## src/rtl/core/edp_pkg.sv

```systemverilog
// ----------------------------------------------------------------------------
// edp_pkg
// Shared constants, types and state codes of the energy percentile unit.
// ----------------------------------------------------------------------------
`default_nettype none

package edp_pkg;

    localparam int MAX_SAMPLES   = 4096;
    localparam int SAMPLE_W      = 16;
    localparam int CNT_W         = $clog2(MAX_SAMPLES + 1);
    localparam int ADDR_W        = $clog2(MAX_SAMPLES);
    localparam int SQ_W          = 2 * SAMPLE_W - 1;
    localparam int ENERGY_W      = SQ_W + ADDR_W;
    localparam int LEVEL_W       = 5;
    localparam int SCALED_W      = ENERGY_W + LEVEL_W;
    localparam int FRAC_BITS     = 16;
    localparam int FRAC_W        = FRAC_BITS + 1;
    localparam int STEP_W        = $clog2(FRAC_BITS);

    localparam int STEP_PERCENT  = 5;
    localparam int FULL_PERCENT  = 100;
    localparam int SHARE_DIV     = FULL_PERCENT / STEP_PERCENT;
    localparam int LEVEL_COUNT   = SHARE_DIV - 1;

    typedef enum logic [2:0] {
        S_IDLE,
        S_SQ,
        S_FIN,
        S_TEST,
        S_RSQ,
        S_ACC,
        S_DIV,
        S_OUT
    } edp_state_t;

    typedef struct packed {
        logic             start;
        logic [CNT_W-1:0] numer;
        logic [CNT_W-1:0] denom;
    } div_req_t;

    typedef struct packed {
        logic              done;
        logic [FRAC_W-1:0] quot;
    } div_status_t;

endpackage

`default_nettype wire

```

## src/rtl/core/edp_frac_div.sv

```systemverilog
// ----------------------------------------------------------------------------
// edp_frac_div
// Bit-serial divider for prefix length over frame length in Q1.16.
// ----------------------------------------------------------------------------
`default_nettype none

module edp_frac_div
    import edp_pkg::*;
(
    input  wire logic        clk,
    input  wire logic        rst_n,
    input  wire div_req_t    req,
    output div_status_t      status
);

    logic              busy_reg,  busy_next;
    logic              done_reg,  done_next;
    logic [STEP_W-1:0] step_reg,  step_next;
    logic [CNT_W-1:0]  rem_reg,   rem_next;
    logic [CNT_W-1:0]  denom_reg, denom_next;
    logic [FRAC_W-1:0] quot_reg,  quot_next;
    logic [CNT_W:0]    rem_dbl;
    logic [CNT_W:0]    rem_diff;
    logic              qbit;

    assign status.done = done_reg;
    assign status.quot = quot_reg;

    always_comb
    begin
        rem_dbl    = {rem_reg, 1'b0};
        rem_diff   = rem_dbl - {1'b0, denom_reg};
        qbit       = (rem_dbl >= {1'b0, denom_reg});
        busy_next  = busy_reg;
        done_next  = 1'b0;
        step_next  = step_reg;
        rem_next   = rem_reg;
        denom_next = denom_reg;
        quot_next  = quot_reg;
        if (req.start)
        begin
            denom_next = req.denom;
            rem_next   = req.numer;
            step_next  = STEP_W'(FRAC_BITS - 1);
            if (req.denom == '0)
            begin
                quot_next = '0;
                done_next = 1'b1;
            end
            else if (req.numer >= req.denom)
            begin
                quot_next = FRAC_W'(1) << FRAC_BITS;
                done_next = 1'b1;
            end
            else
            begin
                quot_next = '0;
                busy_next = 1'b1;
            end
        end
        else if (busy_reg)
        begin
            rem_next  = qbit ? rem_diff[CNT_W-1:0] : rem_dbl[CNT_W-1:0];
            quot_next = {quot_reg[FRAC_W-2:0], qbit};
            step_next = step_reg - STEP_W'(1);
            if (step_reg == '0)
            begin
                busy_next = 1'b0;
                done_next = 1'b1;
            end
        end
    end

    always_ff @(posedge clk or negedge rst_n)
    begin
        if (!rst_n)
        begin
            busy_reg <= 1'b0;
            done_reg <= 1'b0;
        end
        else
        begin
            busy_reg <= busy_next;
            done_reg <= done_next;
        end
    end

    always_ff @(posedge clk)
    begin
        step_reg  <= step_next;
        rem_reg   <= rem_next;
        denom_reg <= denom_next;
        quot_reg  <= quot_next;
    end

endmodule

`default_nettype wire

```

## config.mk

```make
export PLATFORM = sky130hd
export DESIGN_NAME = edp_frac_div
export DESIGN_NICKNAME = d
export VERILOG_FILES = /design/src/rtl/core/edp_pkg.sv /design/src/rtl/core/edp_frac_div.sv
export SDC_FILE = /design/constraint.sdc
export NUM_CORES = 1
export LEC_CHECK = 0
export ABC_AREA = 1
export BUFFER_PORTS_ARGS = -buffer_cell sky130_fd_sc_hd__buf_4
export CAP_MARGIN = 10
export CORE_UTILIZATION = 50
export CTS_CLUSTER_SIZE = 14
export DETAILED_ROUTE_END_ITERATION = 8
export PLACE_DENSITY_LB_ADDON = 0.25
export SYNTH_ARGS = -nofsm -noshare
export SYNTH_HDL_FRONTEND = slang
export SYNTH_SLANG_ARGS = --single-unit
```

## constraint.sdc

```tcl
create_clock -name clk -period 4.4 [get_ports clk]
set_input_delay 0.22 -clock clk [delete_from_list [all_inputs] [get_ports clk]]
set_output_delay 0.22 -clock clk [all_outputs]
set_load 0.02 [all_outputs]
```

### Word level (Yosys, flattened, before mapping)

Index checks and enable logic that the tools add are counted.

* flip-flop bits (word level): 49
* latch bits: 0
* bits in writable memories: 0
* bits in read-only memories: 0
* bits of input ports: 29
* output and inout bits: 18
* logic and storage cells: 33
* memories kept: 0

* add/sub/neg operators: 2
* multipliers: 0
* div/mod/pow operators: 0
* magnitude comparators: 2
* equal/unequal tests: 2
* shift-type cells: 0
* mux-type cells: 17
* bitwise gates (word level): 0
* reductions and logical operators: 4

Operators with widths (count)
* $mux 17: 4
* $mux 13: 3
* $ge 14x13->1: 1
* $ge 13x13->1: 1
* $logic_not 13->1: 1
* $sub 13x13->13: 1
* $mux 1: 10
* $logic_not 4->1: 1
* $ne 2x2->1 const B: 2
* $sub 4x1->4 const B: 1
* $reduce_and 2->1: 1
* $reduce_bool 2->1: 1

### Longest topological paths before layout

* depth after elaboration: 4
* depth in mapped cells: 14
* gate-level depth less buffers: 13

### Worst setup path after synthesis

OpenSTA, ideal clock, no wires.

* path type: input -> register
* start point: in req[26] (netlist name)
* end point: reg quot_reg[0], enable pin
* library setup time: 0.387 ns
* data arrival time: 1.498 ns
* data required time: 4.013 ns
* slack: 2.515 ns
* cell stages on the path: 4
* path buffers: 2
* path through: clkbuf_1 clkinv_1 buf_2 nand2_1

* longest elaborated chain between the ends: 1

Ends and longest elaborated chain
* start: declaration: RTL line edp_frac_div.sv:12 `input wire div_req_t req,`
* $reduce_bool 2->1 (no source line)
* end signal: assignment: RTL line edp_frac_div.sv:93 `quot_reg <= quot_next;`
* end: declaration: RTL line edp_frac_div.sv:21 `logic [FRAC_W-1:0] quot_reg, quot_next;`

No other way between the ends.
A chain may end at the register's enable or synchronous reset.

### Worst setup path in the final report

* start point: reg rem_reg[4]
* end point: reg rem_reg[10], data pin

* longest elaborated chain between the ends: 4
* elaborated cells between the ends (all ways): 5
* classes of those cells: 1 x add/sub; 1 x order compare; 3 x mux

Ends and longest elaborated chain
* start: declaration: RTL line edp_frac_div.sv:19 `logic [CNT_W-1:0] rem_reg, rem_next;`
* start signal: assignment: RTL line edp_frac_div.sv:91 `rem_reg <= rem_next;`
* $sub 13x13->13 or $ge 14x13->1 (tied branches): RTL line edp_frac_div.sv:32, edp_frac_div.sv:33
* $mux 13 *: RTL line edp_frac_div.sv:63 `rem_next = qbit ? rem_diff[CNT_W-1:0] : rem_dbl[CNT_W-1:0];`
* $mux 13 *: RTL line edp_frac_div.sv:61 `else if (busy_reg)`
* $mux 13 *: RTL line edp_frac_div.sv:40 `if (req.start)`
* via rem_next[10]: RTL line edp_frac_div.sv:19

Mark *: on every way through the listed nets, which the timed path passes. The rest lies on a longest branch. The select of a mux whose other input is x is not followed.

==> metrics.txt <==
status=complete, no violations; Area after DPL=3670 um2; CP Class=reg2reg; Die H=83.2 um; post-DR vias/cell=5.04; synth warn=0; 1st-iter DRT viols=117; CP Capture Type=register; Layout fillers=580; Worst EP required=4460 ps; post-layout minimum cycle time=2340 ps; Net Count, Synth=472; CP Data Arrival Time=2400 ps; design area=3830 um2; share of the synthesized area in the top cell type=39.1%; DRC viols=0; Die X=83.2 um; number of hold buffers added after cts=1; I/O pins=47; Mapped Cells=415; HP Start=req[1]; Seq pwr share=35.0%; post-CTS resize count=0; clk_skew=4.82 ps; Hold Path Depth=1; register-to-register setup slack=2060 ps; Top delay family on crit path=simple AND/OR/NAND/NOR gates; row count=29; max FFs per register=17; Root Driver=clkbuf_8; CP most frequent cell=nand2_1; Seq cells post-synth=49; gpl congestion=0.871; number of flops mapped to enable cells by yosys=43; maximum VDD drop=0.324 mV; Worst-Margin Slew=672 ps; dpl hpwl=5280 um; Die ar.=6930 um2; # port buffers=46; DR pass1 iterations=5; Final Setup Violations=0; CTS clk-pin slew, worst paths=90 ps; H-tree depth=2; Relative slew margins=55.1%; synthesized area=3300 um2; Worst Path Buf+Inv=1; share of layout cells above drive strength 1=14.3%; end of the worst hold path=denom_reg[1]; Setup TNS Final=0 ps; Routed WL=6850 um; area leader, netlist=edfxtp_1; Achievable Freq=427 MHz; Slowest cell on crit path=edfxtp_1; syn avg cell area=7.95 um2; min-delay worst type=in2reg; vias in the first global route=2635; FF-to-FF End=rem_reg[10]; CTS tree=built; crit-path max cell delay=420 ps; setup bufs post-CTS=0; most common cell in the netlist=nand2_1; worst skew pair latency=300 ps; Layout area overhead=16.0%; leakage=1.96 nW; Clock Path Buffers=2; Pins Over Slew Limit=0; Internal=1.12 mW; GR Util All Layers=20.6%; global route overflow=0; Async SR Flop Fraction=4.08%; Vias=2713; Seq/Total Area, Yosys=43.1%; post-synthesis cell type count=31; critical path launch point type=register; R2R cell count=11; post-layout net count=517; number of buffers created by CTS=5; RSZ-0062 raised after global routing=false; first-pass GRT wire length=11500 um; cells along the critical path=ha_1 -> nand2_1 -> inv_1 -> a21oi_1 -> nand2_2 -> nand2_2 -> nand2_4 -> nand2_1 -> nand2_1 -> nand2_1 -> nand2_1; largest net degree at the start of global routing=48; diodes inserted=0; period utilization=53.2%; synth top area cells=edfxtp_1 39%, nand2_1 14%, ha_1 10%; Reg-to-Reg Start=rem_reg[4]; Sw Share=39.8%; initial antenna violation count=0; Synth top cells by count=121 x nand2_1, 82 x inv_1, 43 x edfxtp_1; power density over the cells=484 nW/um2; Hold Violations, Final=0; wire per inst=12.7 um; combinational share of power=47.4%; clock network fraction of total power=17.6%; max capacitance violation total=0; Initial Util=52.0%; most common flop cell mapped by yosys=edfxtp_1; floorplan core area=6350 um2; Sinks on Clock Net=49; Antenna Nets Post-Route=0; Crit Path Max Fanout=13; sw power=0.737 mW
[area by class of cell]
cell class	instances	area, um2	share of cell area (%)
Multi-Input combinational cell	273	1500	39.2
Sequential cell	49	1420	37.1
Timing Repair Buffer	48	383	10.0
Inverter	83	312	8.14
Tap cell	77	96.3	2.52
Clock buffer	7	86.3	2.26
Clock inverter	1	30.0	0.785
[worst register-to-register path, stage by stage (launching register included)]
cell      delay (ps)
edfxtp_1         420
ha_1             390
nand2_1          160
inv_1             50
a21oi_1          160
nand2_2          110
nand2_2          240
nand2_4          170
nand2_1          200
nand2_1           80
nand2_1           70
nand2_1           40
[worst max-delay path by stage]
stage                        to  startpoint  cells past startpoint  slack, ps
floorplan           quot_reg[0]     req[26]                      4       2510
global placement    quot_reg[6]     req[26]                      3       1730
detailed placement  rem_reg[12]     req[26]                      3       1650
CTS                 quot_reg[1]     req[26]                      3       1990
global route        rem_reg[10]  rem_reg[0]                     12       1890
finish              rem_reg[10]  rem_reg[4]                     11       2060
[per-layer routing]
metal / wire length (um) / up-vias / track usage (%)
li1: - / 1404 / -
met5: 0 / - / 0
met3: 235 / 8 / 3.08
met1: 3210 / 1253 / 25.8
met2: 3270 / 48 / 35.9
met4: 130 / 0 / 7.52
[stage by stage]
stage	setup slack, ps	hold WS [ps]	util (%)	total power, mW	instances
2_1_floorplan	2510	-75.6	-	1.34	415
3_3_place_gp	1730	2.06	57.9	1.50	528
3_5_place_dp	1650	3.22	57.9	1.52	528
4_1_cts	1990	100	59.8	1.85	537
5_1_grt	1890	90.9	60.3	2.01	538
6_report	2060	103	60.3	1.85	538
[power by group through the flow]
stage,Combinational (mW),Clock (mW),Sequential [mW]
floorplan,0.688,0,0.651
global placement,0.843,0,0.656
global route,1.00,0.349,0.658
CTS,0.870,0.330,0.647
detailed placement,0.865,0,0.656
finish,0.878,0.327,0.649
[logic make-up after synthesis]
family / Yosys count / share of synthesized area (%)
AOI/OAI and AO/OA: 24 / 4.25
xor gates and xnor gates: 5 / 1.33
adders and majority gates: 28 / 10.8
buffers and inverters: 93 / 11.5
DFF: 49 / 43.1
and+or+nand+nor: 216 / 29.0
[cell usage in the layout (no fill, tap or decap), types with 4 or more instances in the layout]
| cell type | instances |
|---|---|
| nand2_2 | 4 |
| nand3_1 | 30 |
| ha_1 | 27 |
| o21ai_0 | 6 |
| nor2_1 | 34 |
| nand2_1 | 121 |
| nand4_1 | 7 |
| dfxtp_1 | 4 |
| nand3b_1 | 11 |
| inv_1 | 82 |
| edfxtp_1 | 43 |
| a21oi_1 | 13 |
| clkbuf_8 | 6 |
| xnor2_1 | 4 |
| buf_4 | 46 |
Power figures use the tool's default switching activity.
