## config.mk

```make
export PLATFORM = sky130hd
export DESIGN_NAME = edp_square_unit
export DESIGN_NICKNAME = d
export VERILOG_FILES = /design/src/rtl/core/edp_pkg.sv /design/src/rtl/core/edp_square_unit.sv
export SDC_FILE = /design/constraint.sdc
export NUM_CORES = 1
export LEC_CHECK = 0
export ABC_AREA = 1
export ABC_CLOCK_PERIOD_IN_PS = 9900
export BUFFER_PORTS_ARGS = -buffer_cell sky130_fd_sc_hd__buf_2
export CORE_UTILIZATION = 65
export DETAILED_ROUTE_END_ITERATION = 7
export GPL_ROUTABILITY_DRIVEN = 1
export HOLD_SLACK_MARGIN = 0.02
export PLACE_DENSITY = 0.87
export SLEW_MARGIN = 10
export SYNTH_ARGS = -nofsm -noshare
export SYNTH_HDL_FRONTEND = slang
export SYNTH_SLANG_ARGS = --single-unit
```

## constraint.sdc

```tcl
create_clock -name clk -period 9.9 [get_ports clk]
set_input_delay 2.97 -clock clk [delete_from_list [all_inputs] [get_ports clk]]
set_output_delay 2.97 -clock clk [all_outputs]
set_load 0.005 [all_outputs]
```

## src/rtl/core/edp_pkg.sv

```systemverilog
// ----------------------------------------------------------------------------
// edp_pkg
// Shared constants, types and state codes of the energy percentile unit.
// ----------------------------------------------------------------------------
`default_nettype none

package edp_pkg;

    localparam int MAX_SAMPLES   = 4096;
    localparam int SAMPLE_W      = 16;
    localparam int CNT_W         = $clog2(MAX_SAMPLES + 1);
    localparam int ADDR_W        = $clog2(MAX_SAMPLES);
    localparam int SQ_W          = 2 * SAMPLE_W - 1;
    localparam int ENERGY_W      = SQ_W + ADDR_W;
    localparam int LEVEL_W       = 5;
    localparam int SCALED_W      = ENERGY_W + LEVEL_W;
    localparam int FRAC_BITS     = 16;
    localparam int FRAC_W        = FRAC_BITS + 1;
    localparam int STEP_W        = $clog2(FRAC_BITS);

    localparam int STEP_PERCENT  = 5;
    localparam int FULL_PERCENT  = 100;
    localparam int SHARE_DIV     = FULL_PERCENT / STEP_PERCENT;
    localparam int LEVEL_COUNT   = SHARE_DIV - 1;

    typedef enum logic [2:0] {
        S_IDLE,
        S_SQ,
        S_FIN,
        S_TEST,
        S_RSQ,
        S_ACC,
        S_DIV,
        S_OUT
    } edp_state_t;

    typedef struct packed {
        logic             start;
        logic [CNT_W-1:0] numer;
        logic [CNT_W-1:0] denom;
    } div_req_t;

    typedef struct packed {
        logic              done;
        logic [FRAC_W-1:0] quot;
    } div_status_t;

endpackage

`default_nettype wire

```

## src/rtl/core/edp_square_unit.sv

```systemverilog
// ----------------------------------------------------------------------------
// edp_square_unit
// Shared registered squarer for sample energy.
// ----------------------------------------------------------------------------
`default_nettype none

module edp_square_unit
    import edp_pkg::*;
(
    input  wire logic                       clk,
    input  wire logic signed [SAMPLE_W-1:0] operand,
    output logic         [SQ_W-1:0]         square
);

    logic signed [2*SAMPLE_W-1:0] product;
    logic        [SQ_W-1:0]       square_reg;

    assign product = operand * operand;
    assign square  = square_reg;

    always_ff @(posedge clk)
    begin
        square_reg <= product[SQ_W-1:0];
    end

endmodule

`default_nettype wire

```

* After elaboration in Yosys (flattened, before gate mapping)
Index checks and enable logic that the tools add are counted.
** Storage, ports and cells
- Register bits after elaboration :: 31
- Input port bits :: 17
- Output and inout bits :: 31
** Cells by class
- $mul :: 1
** Operator list (number)
- 16-bit by 16-bit multiplier with 31-bit output :: 1

* Depth between registers and ports, before layout
Gate-level depths: netlist of run 1.
- Depth in word-level cells :: 1
- Mapped depth :: 28
- Mapped depth without buffers :: 26

* Worst setup path before layout of run 1
Ideal clock, no wire load.
- Kind :: input -> register
- Start :: input port operand[1]
- End :: register square_reg[30] (netlist: square[30])
- Data arrival time :: 7962 ps
- Required time :: 9787 ps
- Path slack :: 1825 ps
- Cell stages on the path :: 24
- Buffers on the path :: 2
- Cells stage by stage :: clkbuf_1 -> clkbuf_1 -> nand2_1 -> inv_1 -> fa_1 -> fa_1 -> inv_1 -> fa_1 -> fa_1 -> inv_1 -> fa_1 -> inv_1 -> fa_1 -> inv_1 -> ha_1 -> nand2_1 -> inv_1 -> nand3_1 -> nor3_1 -> nand2_1 -> inv_1 -> nor2_1 -> nand2_1 -> nand2_1
** Between the ends
- Word-level cells in the longest chain between the ends :: 1
** Ends and longest elaborated chain
- from (decl) :: line edp_square_unit.sv:11 : input wire logic signed [SAMPLE_W-1:0] operand,
- 16-bit by 16-bit multiplier with 31-bit output :: line edp_square_unit.sv:18 : assign product = operand * operand;
- named net product[30] :: line edp_square_unit.sv:15 : logic signed [2*SAMPLE_W-1:0] product;
- to (signal assigned) :: line edp_square_unit.sv:23 : square_reg <= product[SQ_W-1:0];
- to (decl) :: line edp_square_unit.sv:16 : logic [SQ_W-1:0] square_reg;
The timed path passes the listed nets, and every way through them passes these cells.

* Worst setup path after layout of run 1
- Start :: input port operand[15]
- End :: register square_reg[29] (netlist: square[29])
Same word-level chain as after synthesis.

==> impl_results.md, run 1 <==
* Async SR Flop Fraction at 0%
* Area growth syn-to-layout at 4.93%
* Synth cell types at 35
* Initial antenna violation count at 0
* Fmax at ~120 MHz
* Slowest Stage Delay on Critical Path at a little under 0.7 ns
* Met3 Wirelength at around 1300 µm
* Fin Hold WS at between 3 and 4 ns
* Outcome: finished, final reports clean
* Worst-margin pin slew at approximately 0.69 ns
* Top cell type's share of synthesized area at between 40% and 50%
* RSZ-0062 raised after global routing: false
* Filler Cell Count at between 1,000 and 1,500
* Clock Root Buffer: clkbuf_16
* Pin count of the biggest net entering global routing at 23
* Avg WL per Cell at roughly 15 µm
* Antenna Nets Post-Route at 0
* CORE AREA at about 15,000 µm²
* CP startpoint kind: input pin
* Hold-fix buffers, CTS at 0
* Initial DRC count at between 500 and 600
* Drt drc at 0
* Dpl cell area at 10,700 µm²
* Routed via count at between 8,000 and 9,000
* Worst EP arrival at about 8.5 ns
* Final worst path period share at between 80% and 90%
* Grt ovf at 0
* Drt total wl at 23,400 µm
* Tmin final at 8.36 ns
* Final Hold Vio Count at 0
* Rel. slew slack at between 50% and 60%
* Row Count at 45
* Ant. Diodes at 0
* CP required at between 10 and 15 ns
* Share of layout cells above drive strength 1 at 6.82%
* Post-synthesis sequential area ratio at around 5.8%
* Most common cell after layout, fill and taps aside: inv_1
* First-pass GRT wire length at between 40,000 and 50,000 µm
* NumNets Final at between 1,500 and 2,000
* Critical Path, Cell by Cell: buf_2, nand2_1, inv_1, fa_1, fa_1, inv_1, fa_1, fa_1, fa_1, fa_1, inv_1, ha_1, nand2_1, nor2_1, nand2_1, nor3_1, nand2_1, nand4_1, nand2_1
* Largest register FFs at 30
* Die area at 16,400 µm²
* Crit Path Category: in2reg
* Post_cts resized at 0
* Max Cap Viol at 0
* Number of global-route vias before repair at approximately 9,000
* Sink Count at 30
* Most frequent cell on the critical path: fa_1
* Via density at about 5.2
* Met1 Wirelength at between 8000 and 9000 µm
* Routability Congestion at 0.926
* Largest cells by area after synthesis: fa_1 44%, inv_1 16%, ha_1 11%
* Fin. max-slew vios at 0
* CTS Buffer Depth at 2
* Num CTS Buffers at 5
* Hold Crit Class: in2reg
* Die Y-Extent at around 130 µm
* Area leader, netlist: fa_1
* Seq cells post-synth at 30
* Mapped Cells at roughly 1,300
* 1st-pass router iterations at 7
* Post-CTS Setup Inserts at 0
* Clock slew at reported path FFs at approximately 0.06 ns
* Syn Area/Cell at about 7.9 µm²
* Starting Density at about 67%
* Syn_nets at 1,632
* Yosys warnings at 0
* Post-Syn Area at 10,300 µm²
* Final Cell Area at 10,800 µm²
* Die width at roughly 130 µm
* GRT Total Usage at 31.8%
* Post-route setup TNS at 0 ns
* Slowest-stage cell, CP: fa_1
* Main synth FF type: dfxtp_1
* Final count of negative-setup-slack endpoints at 0
* Ports at 48
* Max Used Layer: met4
* Crit. End Element: flip-flop
* # port buffers at 46
* Leading cell types in the layout, fill and taps excluded: 436 x inv_1, 275 x nand2_1, 229 x fa_1
* Post-synth EDFFs at 0
* Max H-tree Level at 2
* Hpwl dp at between 15,000 and 20,000 µm
* Met2 wire len at approximately 13,000 µm
* CTS tree: done
* Crit Path Max Fanout at 22
[layout make-up]
type	instances	area, µm²	area share, %
Timing Repair Buffer	46	230	2.13
Multi-Input combinational cell	795	7940	73.3
Tap cell	211	264	2.44
Inverter	441	1660	15.3
Clock inverter	1	5.00	0.0462
Clock buffer	7	143	1.32
Sequential cell	30	601	5.54
[final timing paths]
kind                        start    endpoint  slack (ns)  depth (start not counted)
worst min-delay path   operand[0]   square[0]        3.04                          1
worst max-delay path  operand[15]  square[29]        1.54                         19
[synth_stat cells, types with 2 or more instances]
cell	instances
or2_2	3
ha_1	87
nand3b_1	3
o21bai_1	5
nand3_1	34
nor2_1	40
buf_2	4
dfxtp_1	30
o21ai_1	2
o21ai_0	9
xor2_1	29
xnor2_1	6
a21oi_2	3
nand2_2	10
clkbuf_1	27
inv_2	4
fa_1	229
nor2_2	8
inv_1	436
nor3_1	7
nor2_4	3
nand4_1	12
nand2_1	275
a21oi_1	21
a31o_2	2
[metrics by stage]
| stage | util [%] | worst slack (ns) | instances |
|---|---|---|---|
| detailed placement | 69.5 | 1.32 | 1523 |
| floorplan | - | 1.82 | 1299 |
| CTS | 70.5 | 1.60 | 1531 |
| global placement | 69.5 | 1.44 | 1523 |
| global route | 70.5 | 1.20 | 1531 |
| finish | 70.5 | 1.54 | 1531 |
[critical path: cells and delay by family]
kind / cells / cell delay (ns)
adder cells (fa/ha/maj): 7 / 3.64
buffers and inverters: 4 / 0.77
AND/OR/NAND/NOR: 8 / 1.14
[layer usage]
layer	up-vias	track usage (%)
met5	-	0
met4	0	14.2
met3	88	3.51
met2	302	60.8
met1	3931	35.3
li1	3686	-
[cells by family after synthesis]
kind of cell,Yosys count,synth area share (%)
compound gates,44,2.53
mux,1,0.109
simple gates,398,16.3
flops,30,5.82
fa+ha+maj,316,55.0
buf+inv,474,17.3
other cells,1,0.0363
xor+xnor,35,2.97
Power of run 1 is left out: the tool's default activity adds up to more than one toggle a clock period on the data nets, which glitch-free logic cannot reach.
==> inputs of run 2 (changes only) <==
Settings changed: ABC_AREA 1 to 0, ABC_CLOCK_PERIOD_IN_PS 9900 to 8670.
Clock period 9.9 ns to 8.67 ns, I/O delays scaled along.
==> run 2 against run 1 <==
The run now ends with DRC left. Count of clock-buffer cells in the layout down 2. First-iteration DRC count down 18%. Final cell count down 15%. Sequential cell count unchanged. Core utilization up 0.77 points. Critical path depth up 2. Sequential share of layout area up 0.19 points. Wire length down 5.9%. Critical path type unchanged. Synthesized area down 4.1%. Worst hold slack worse by 0.44 ns. Worst setup slack worse by 1.0 ns.
==> impl_results.md, run 2 <==
* Outcome: complete, but fails checks (was finished, final reports clean)
* Failing checks: DRC
* Post-CTS Setup Inserts at 0 (unchanged)
* Post-synthesis mux area share at 0.417% (was 0.109%)
* Num CTS Buffers at 5 (unchanged)
* Tmin final at about 8 ns
* Final worst path period share at a little over nine tenths
* Final count of negative-setup-slack endpoints at 0 (unchanged)
* Max H-tree Level at 2 (unchanged)
* Via density at 5.61 (was 5.23)
* Leading cell types in the layout, fill and taps excluded: 334 x inv_1, 229 x fa_1, 87 x nand2_1, 87 x ha_1, 54 x nor2_1 (was 436 x inv_1, 275 x nand2_1, 229 x fa_1)
* Die width at 125 µm (was 128 µm)
* Area growth syn-to-layout at 5.73% (was 4.93%)
* Simple-gate portion of the synthesized area at 10.9% (was 16.3%)
* Async SR Flop Fraction at 0% (unchanged)
* Top cell type's share of synthesized area at 46.3% (was 44.4%)
* CP Buf/Inv Count at 7 (was 4)
* Largest register FFs at 30 (unchanged)
* Slowest-stage cell, CP: fa_1 (unchanged)
* Slowest Stage Delay on Critical Path at 0.56 ns (was 0.68 ns)
* Yosys warnings at 0 (unchanged)
* CTS tree: done (unchanged)
* Worst-margin pin slew at 0.513 ns (was 0.688 ns)
* Antenna Nets Post-Route at 0 (unchanged)
* Pin count of the biggest net entering global routing at 21 (was 23)
* CTS Buffer Depth at 2 (unchanged)
* Starting Density at 67.4% (was 67.2%)
* Post_cts resized at 0 (unchanged)
* Filler Cell Count at 1,073 (was 1,145)
* Post-route setup TNS at 0 ns (unchanged)
* Crit Path Max Fanout at 15 (was 22)
* 1st-pass router iterations at 8 (was 7)
* Avg WL per Cell at 17.0 µm (was 15.3 µm)
* Largest cells by area after synthesis: fa_1 46%, inv_1 13%, ha_1 11% (was fa_1 44%, inv_1 16%, ha_1 11%)
* Share of layout cells above drive strength 1 at 8.36% (was 6.82%)
* Synth cell types at 75 (was 35)
* Clock slew at reported path FFs at 0.05 ns (was 0.06 ns)
* Initial DRC count at 448 (was 549)
* Synth Area in Compound Gates at 8.14% (was 2.53%)
* RSZ-0062 raised after global routing: false (unchanged)
* Ant. Diodes at 0 (unchanged)
* Fin util at 71.2% (was 70.5%)
* Drt total wl at 22,000 µm (was 23,400 µm)
* Sink Count at 30 (unchanged)
* Register Area at 601 µm² (unchanged)
* Crit Path Category: in2reg (unchanged)
* Clock Root Buffer: clkbuf_16 (unchanged)
* Most frequent cell after synthesis: inv_1 (unchanged)
* Main combinational cell family by area after synthesis: adder cells (unchanged)
* Rel. slew slack at 65.8% (was 54.1%)
* Row Count at 44 (was 45)
* Post-synth EDFFs at 0 (unchanged)
* Post-Syn Area at 9900 µm² (was 10,300 µm²)
* Die Y-Extent at 125 µm (was 128 µm)
* GRT Total Usage at 31.1% (was 31.8%)
* Hold-fix buffers, CTS at 0 (unchanged)
* Fmax at around 120 MHz
* Crit. End Element: flip-flop (unchanged)
* Final Worst Setup Slack at 0.505 ns (was 1.54 ns)
* Mapped Cells at 1,079 (was 1,299)
* Initial antenna violation count at 0 (unchanged)
* Routability Congestion at 0.929 (was 0.926)
* Worst EP arrival at 8.32 ns (was 8.53 ns)
* Post-synthesis sequential area ratio at 6.06% (was 5.82%)
* Number of global-route vias before repair at 8,339 (was 8,921)
* Hpwl dp at 18,800 µm (was 19,900 µm)
* Final Hold Vio Count at 0 (unchanged)
* Fin Hold WS at 2.59 ns (was 3.04 ns)
* Seq cells post-synth at 30 (unchanged)
* Crit path max-delay family: adder cells (unchanged)
* Hold Crit Class: in2reg (unchanged)
* Main synth FF type: dfxtp_1 (unchanged)
* Most frequent cell on the critical path: fa_1 (unchanged)
* Top cells by count, synth: 334 x inv_1, 229 x fa_1, 87 x ha_1, 87 x nand2_1, 54 x nor2_1 (was 436 x inv_1, 275 x nand2_1, 229 x fa_1)
* Footprint of the multi-input gates at 7910 µm² (was 7940 µm²)
* CP startpoint kind: input pin (unchanged)
* First-pass GRT wire length at 37,800 µm (was 40,100 µm)
* Die area at 15,700 µm² (was 16,400 µm²)
* Dpl ws at 0.281 ns (was 1.32 ns)
* Adder-cell share of the synthesized area at 57.3% (was 55.0%)
* Fin. max-slew vios at 0 (unchanged)
* Critical Path Start: operand[15] (unchanged)
* Grt ovf at 0 (unchanged)
* Most common cell after layout, fill and taps aside: inv_1 (unchanged)
* CP required at 8.83 ns (was 10.07 ns)
* Max Cap Viol at 0 (unchanged)
* NumNets Final at 1,444 (was 1,652)
* CORE AREA at 14,700 µm² (was 15,400 µm²)
* Critical Path, Cell by Cell: buf_2, inv_1, buf_4, nor2_1, fa_1, fa_1, inv_1, fa_1, inv_1, fa_1, inv_1, fa_1, inv_1, fa_1, ha_1, o21ai_0, nand2b_1, a31o_2, a21oi_1, o31ai_2, xnor2_1 (was buf_2, nand2_1, inv_1, fa_1, fa_1, inv_1, fa_1, fa_1, fa_1, fa_1, inv_1, ha_1, nand2_1, nor2_1, nand2_1, nor3_1, nand2_1, nand4_1, nand2_1)
* Routed via count at 7,271 (was 8,007)
* Ports at 48 (unchanged)
* Synth Area in XOR/XNOR at 3.18% (was 2.97%)
* Hold Crit Start: operand[0] (unchanged)
* Drt drc at 6 (was 0)
* Syn_nets at 1,412 (was 1,632)
* # port buffers at 46 (unchanged)
* Syn Area/Cell at 9.18 µm² (was 7.95 µm²)
* Area leader, netlist: fa_1 (unchanged)
## run 2: cell families after synthesis
logic type / count (synthesis)
simple gates: 226
other cells: 1
mux: 4
xor+xnor: 36
compound gates: 99
flops: 30
buf+inv: 367
fa+ha+maj: 316
## run 2: final timing paths
path | slack, ns | end | cells past startpoint
worst min-delay path | 2.59 | square[0] | 1
worst max-delay path | 0.51 | square[30] | 21
## run 2: area by class of cell
type	count	share of cell area [%]
Sequential cell	30	5.73
Clock buffer	5	1.19
Clock inverter	3	0.382
Tap cell	184	2.20
Multi-Input combinational cell	682	75.6
Inverter	337	12.1
Timing Repair Buffer	55	2.84
## run 2: through the flow
step           std cells  instance area (µm²)
2_1_floorplan       1079                 9900
3_3_place_gp        1288                10300
4_1_cts             1296                10500
5_1_grt             1296                10500
6_report            1296                10500
3_5_place_dp        1288                10300
## run 2: per-layer routing
| layer | global-route usage, % | routed length, µm |
|---|---|---|
| met5 | 0 | 0 |
| met4 | 21.1 | 1580 |
| met3 | 4.45 | 1220 |
| met2 | 55.6 | 11500 |
| met1 | 34.5 | 7710 |
Power of run 2 is left out for the same reason.
==> inputs of run 3 (changes only) <==
Settings changed: ABC_CLOCK_PERIOD_IN_PS 8670 to 9040.
Clock period 8.67 ns to 9.04 ns, I/O delays scaled along.
==> run 3 against run 2 <==
Final cell count is 0.46% lower. Sequential share of layout area hardly changed. The run still ends with DRC left. Design area decreased by 0.64%. Critical path depth is 1 lower. Highest routed layer is now met5. Non-clock buffer count down 5. Count of clock-buffer cells in the layout is the same. First-iteration DRC count is 24% higher. Worst setup slack improved by 0.16 ns. Via count fell by 1.0%. Core utilization is 0.46 points lower.
==> impl_results.md, run 3 (synthesis gave the netlist of run 2 again) <==
* Outcome: complete, but fails checks (unchanged)
* Failing checks: DRC (unchanged)
* RSZ-0062 raised after global routing: false (unchanged)
* Hpwl dp at 18,500 µm (was 18,800 µm)
* Post_cts resized at 0 (unchanged)
* Initial antenna violation count at 1 (was 0)
* Hold-fix buffers, CTS at 0 (unchanged)
* Final Hold Vio Count at 0 (unchanged)
* Final count of negative-setup-slack endpoints at 0 (unchanged)
* Initial DRC count at 554 (was 448)
* Row Count at 44 (unchanged)
* Sink Count at 30 (unchanged)
* CP startpoint kind: input pin (unchanged)
* Via density at 5.58 (was 5.61)
* Drt total wl at 21,700 µm (was 22,000 µm)
* Crit Path Max Fanout at 19 (was 15)
* Ant. Diodes at 0 (unchanged)
* CORE AREA at 14,700 µm² (unchanged)
* Die width at 125 µm (unchanged)
* Routability Congestion at 0.921 (was 0.929)
* 1st-pass router iterations at 7 (was 8)
* Clock Root Buffer: clkbuf_16 (unchanged)
* Fin Hold WS at 2.69 ns (was 2.59 ns)
* Final Cell Area at 10,400 µm² (was 10,500 µm²)
* First-pass GRT wire length at 37,400 µm (was 37,800 µm)
* Tmin final at ~8.4 ns
* Area growth syn-to-layout at 5.05% (was 5.73%)
* Ports at 48 (unchanged)
* Drt drc at 6 (unchanged)
* Max Cap Viol at 0 (unchanged)
* Starting Density at 67.4% (unchanged)
* Crit. End Element: flip-flop (unchanged)
* Most common cell after layout, fill and taps aside: inv_1 (unchanged)
* Hold Crit Class: in2reg (unchanged)
* Pin count of the biggest net entering global routing at 21 (unchanged)
* CTS Buffer Depth at 2 (unchanged)
* Antenna Nets Post-Route at 0 (unchanged)
* Number of global-route vias before repair at 8,217 (was 8,339)
* Final worst path period share at between 90% and 100%
* Fin. max-slew vios at 0 (unchanged)
* Num CTS Buffers at 5 (unchanged)
* Share of layout cells above drive strength 1 at 7.87% (was 8.36%)
* Post-CTS Setup Inserts at 0 (unchanged)
* Worst EP arrival at 8.53 ns (was 8.32 ns)
* Max H-tree Level at 2 (unchanged)
* GRT Total Usage at 30.6% (was 31.1%)
* Clock slew at reported path FFs at 0.05 ns (about the same)
* Die area at 15,700 µm² (unchanged)
* # port buffers at 46 (unchanged)
* Grt ovf at 0 (unchanged)
* CTS tree: done (unchanged)
* Avg WL per Cell at 16.8 µm (was 17.0 µm)
* Dpl cell area at 10,300 µm² (about the same)
* Leading cell types in the layout, fill and taps excluded: 334 x inv_1, 229 x fa_1, 87 x nand2_1, 87 x ha_1, 54 x nor2_1 (unchanged)
* Crit Path Category: in2reg (unchanged)
* Post-route setup TNS at 0 ns (unchanged)
* NumNets Final at 1,439 (was 1,444)
* Die Y-Extent at 125 µm (unchanged)
* CP required at 9.20 ns (was 8.83 ns)
* Largest register FFs at 30 (unchanged)
* Fin util at 70.8% (was 71.2%)
* Fmax at about 120 MHz
* Routed via count at 7,197 (was 7,271)
-- run 3: cell types whose count changed in the layout (fill, tap and decap cells not counted), sizes merged --
cell,delta
buf,-5
bufinv,-1
-- run 3: layout make-up --
type	count	area, µm²
inverters	337	1260
clock buffers	5	125
fillers	1054	4290
multi-input cells	682	7910
clock inverters	2	10.0
well taps	184	230
flip-flops and latches	30	601
repair buffers	50	260
-- run 3: worst paths after layout --
| kind | cells after the start | from | to | slack [ns] |
|---|---|---|---|---|
| max | 20 | operand[15] | square[30] | 0.67 |
| min | 1 | operand[0] | square[0] | 2.69 |
-- run 3: worst max-delay path: stages --
cell and delay, ns:
buf_2 0.32, inv_1 0.14, nor2_1 0.22, fa_1 0.59, fa_1 0.65, inv_1 0.19
fa_1 0.46, fa_1 0.56, inv_1 0.06, fa_1 0.53, inv_1 0.05, fa_1 0.49
inv_1 0.04, ha_1 0.20, nor3_1 0.30, o211ai_1 0.16, a31o_2 0.27, a21oi_1 0.28
o31ai_2 0.13, xnor2_1 0.14
-- run 3: metal layers --
metal  vias to the layer above  wire length (µm)  GRT usage (%)
met4                         2              1400           18.2
met2                       277             11400           56.2
li1                       3231                 -              -
met1                      3578              7580           33.8
met5                         -                 8              0
met3                       109              1240           4.11
-- run 3: stage by stage --
stage | setup WS, ns | cells
after detailed placement | 0.411 | 1283
after global routing | 0.360 | 1290
after global placement | 0.572 | 1283
after CTS | 0.694 | 1290
after floorplan | 0.682 | 1079
final | 0.665 | 1290
Power of run 3 is left out for the same reason.
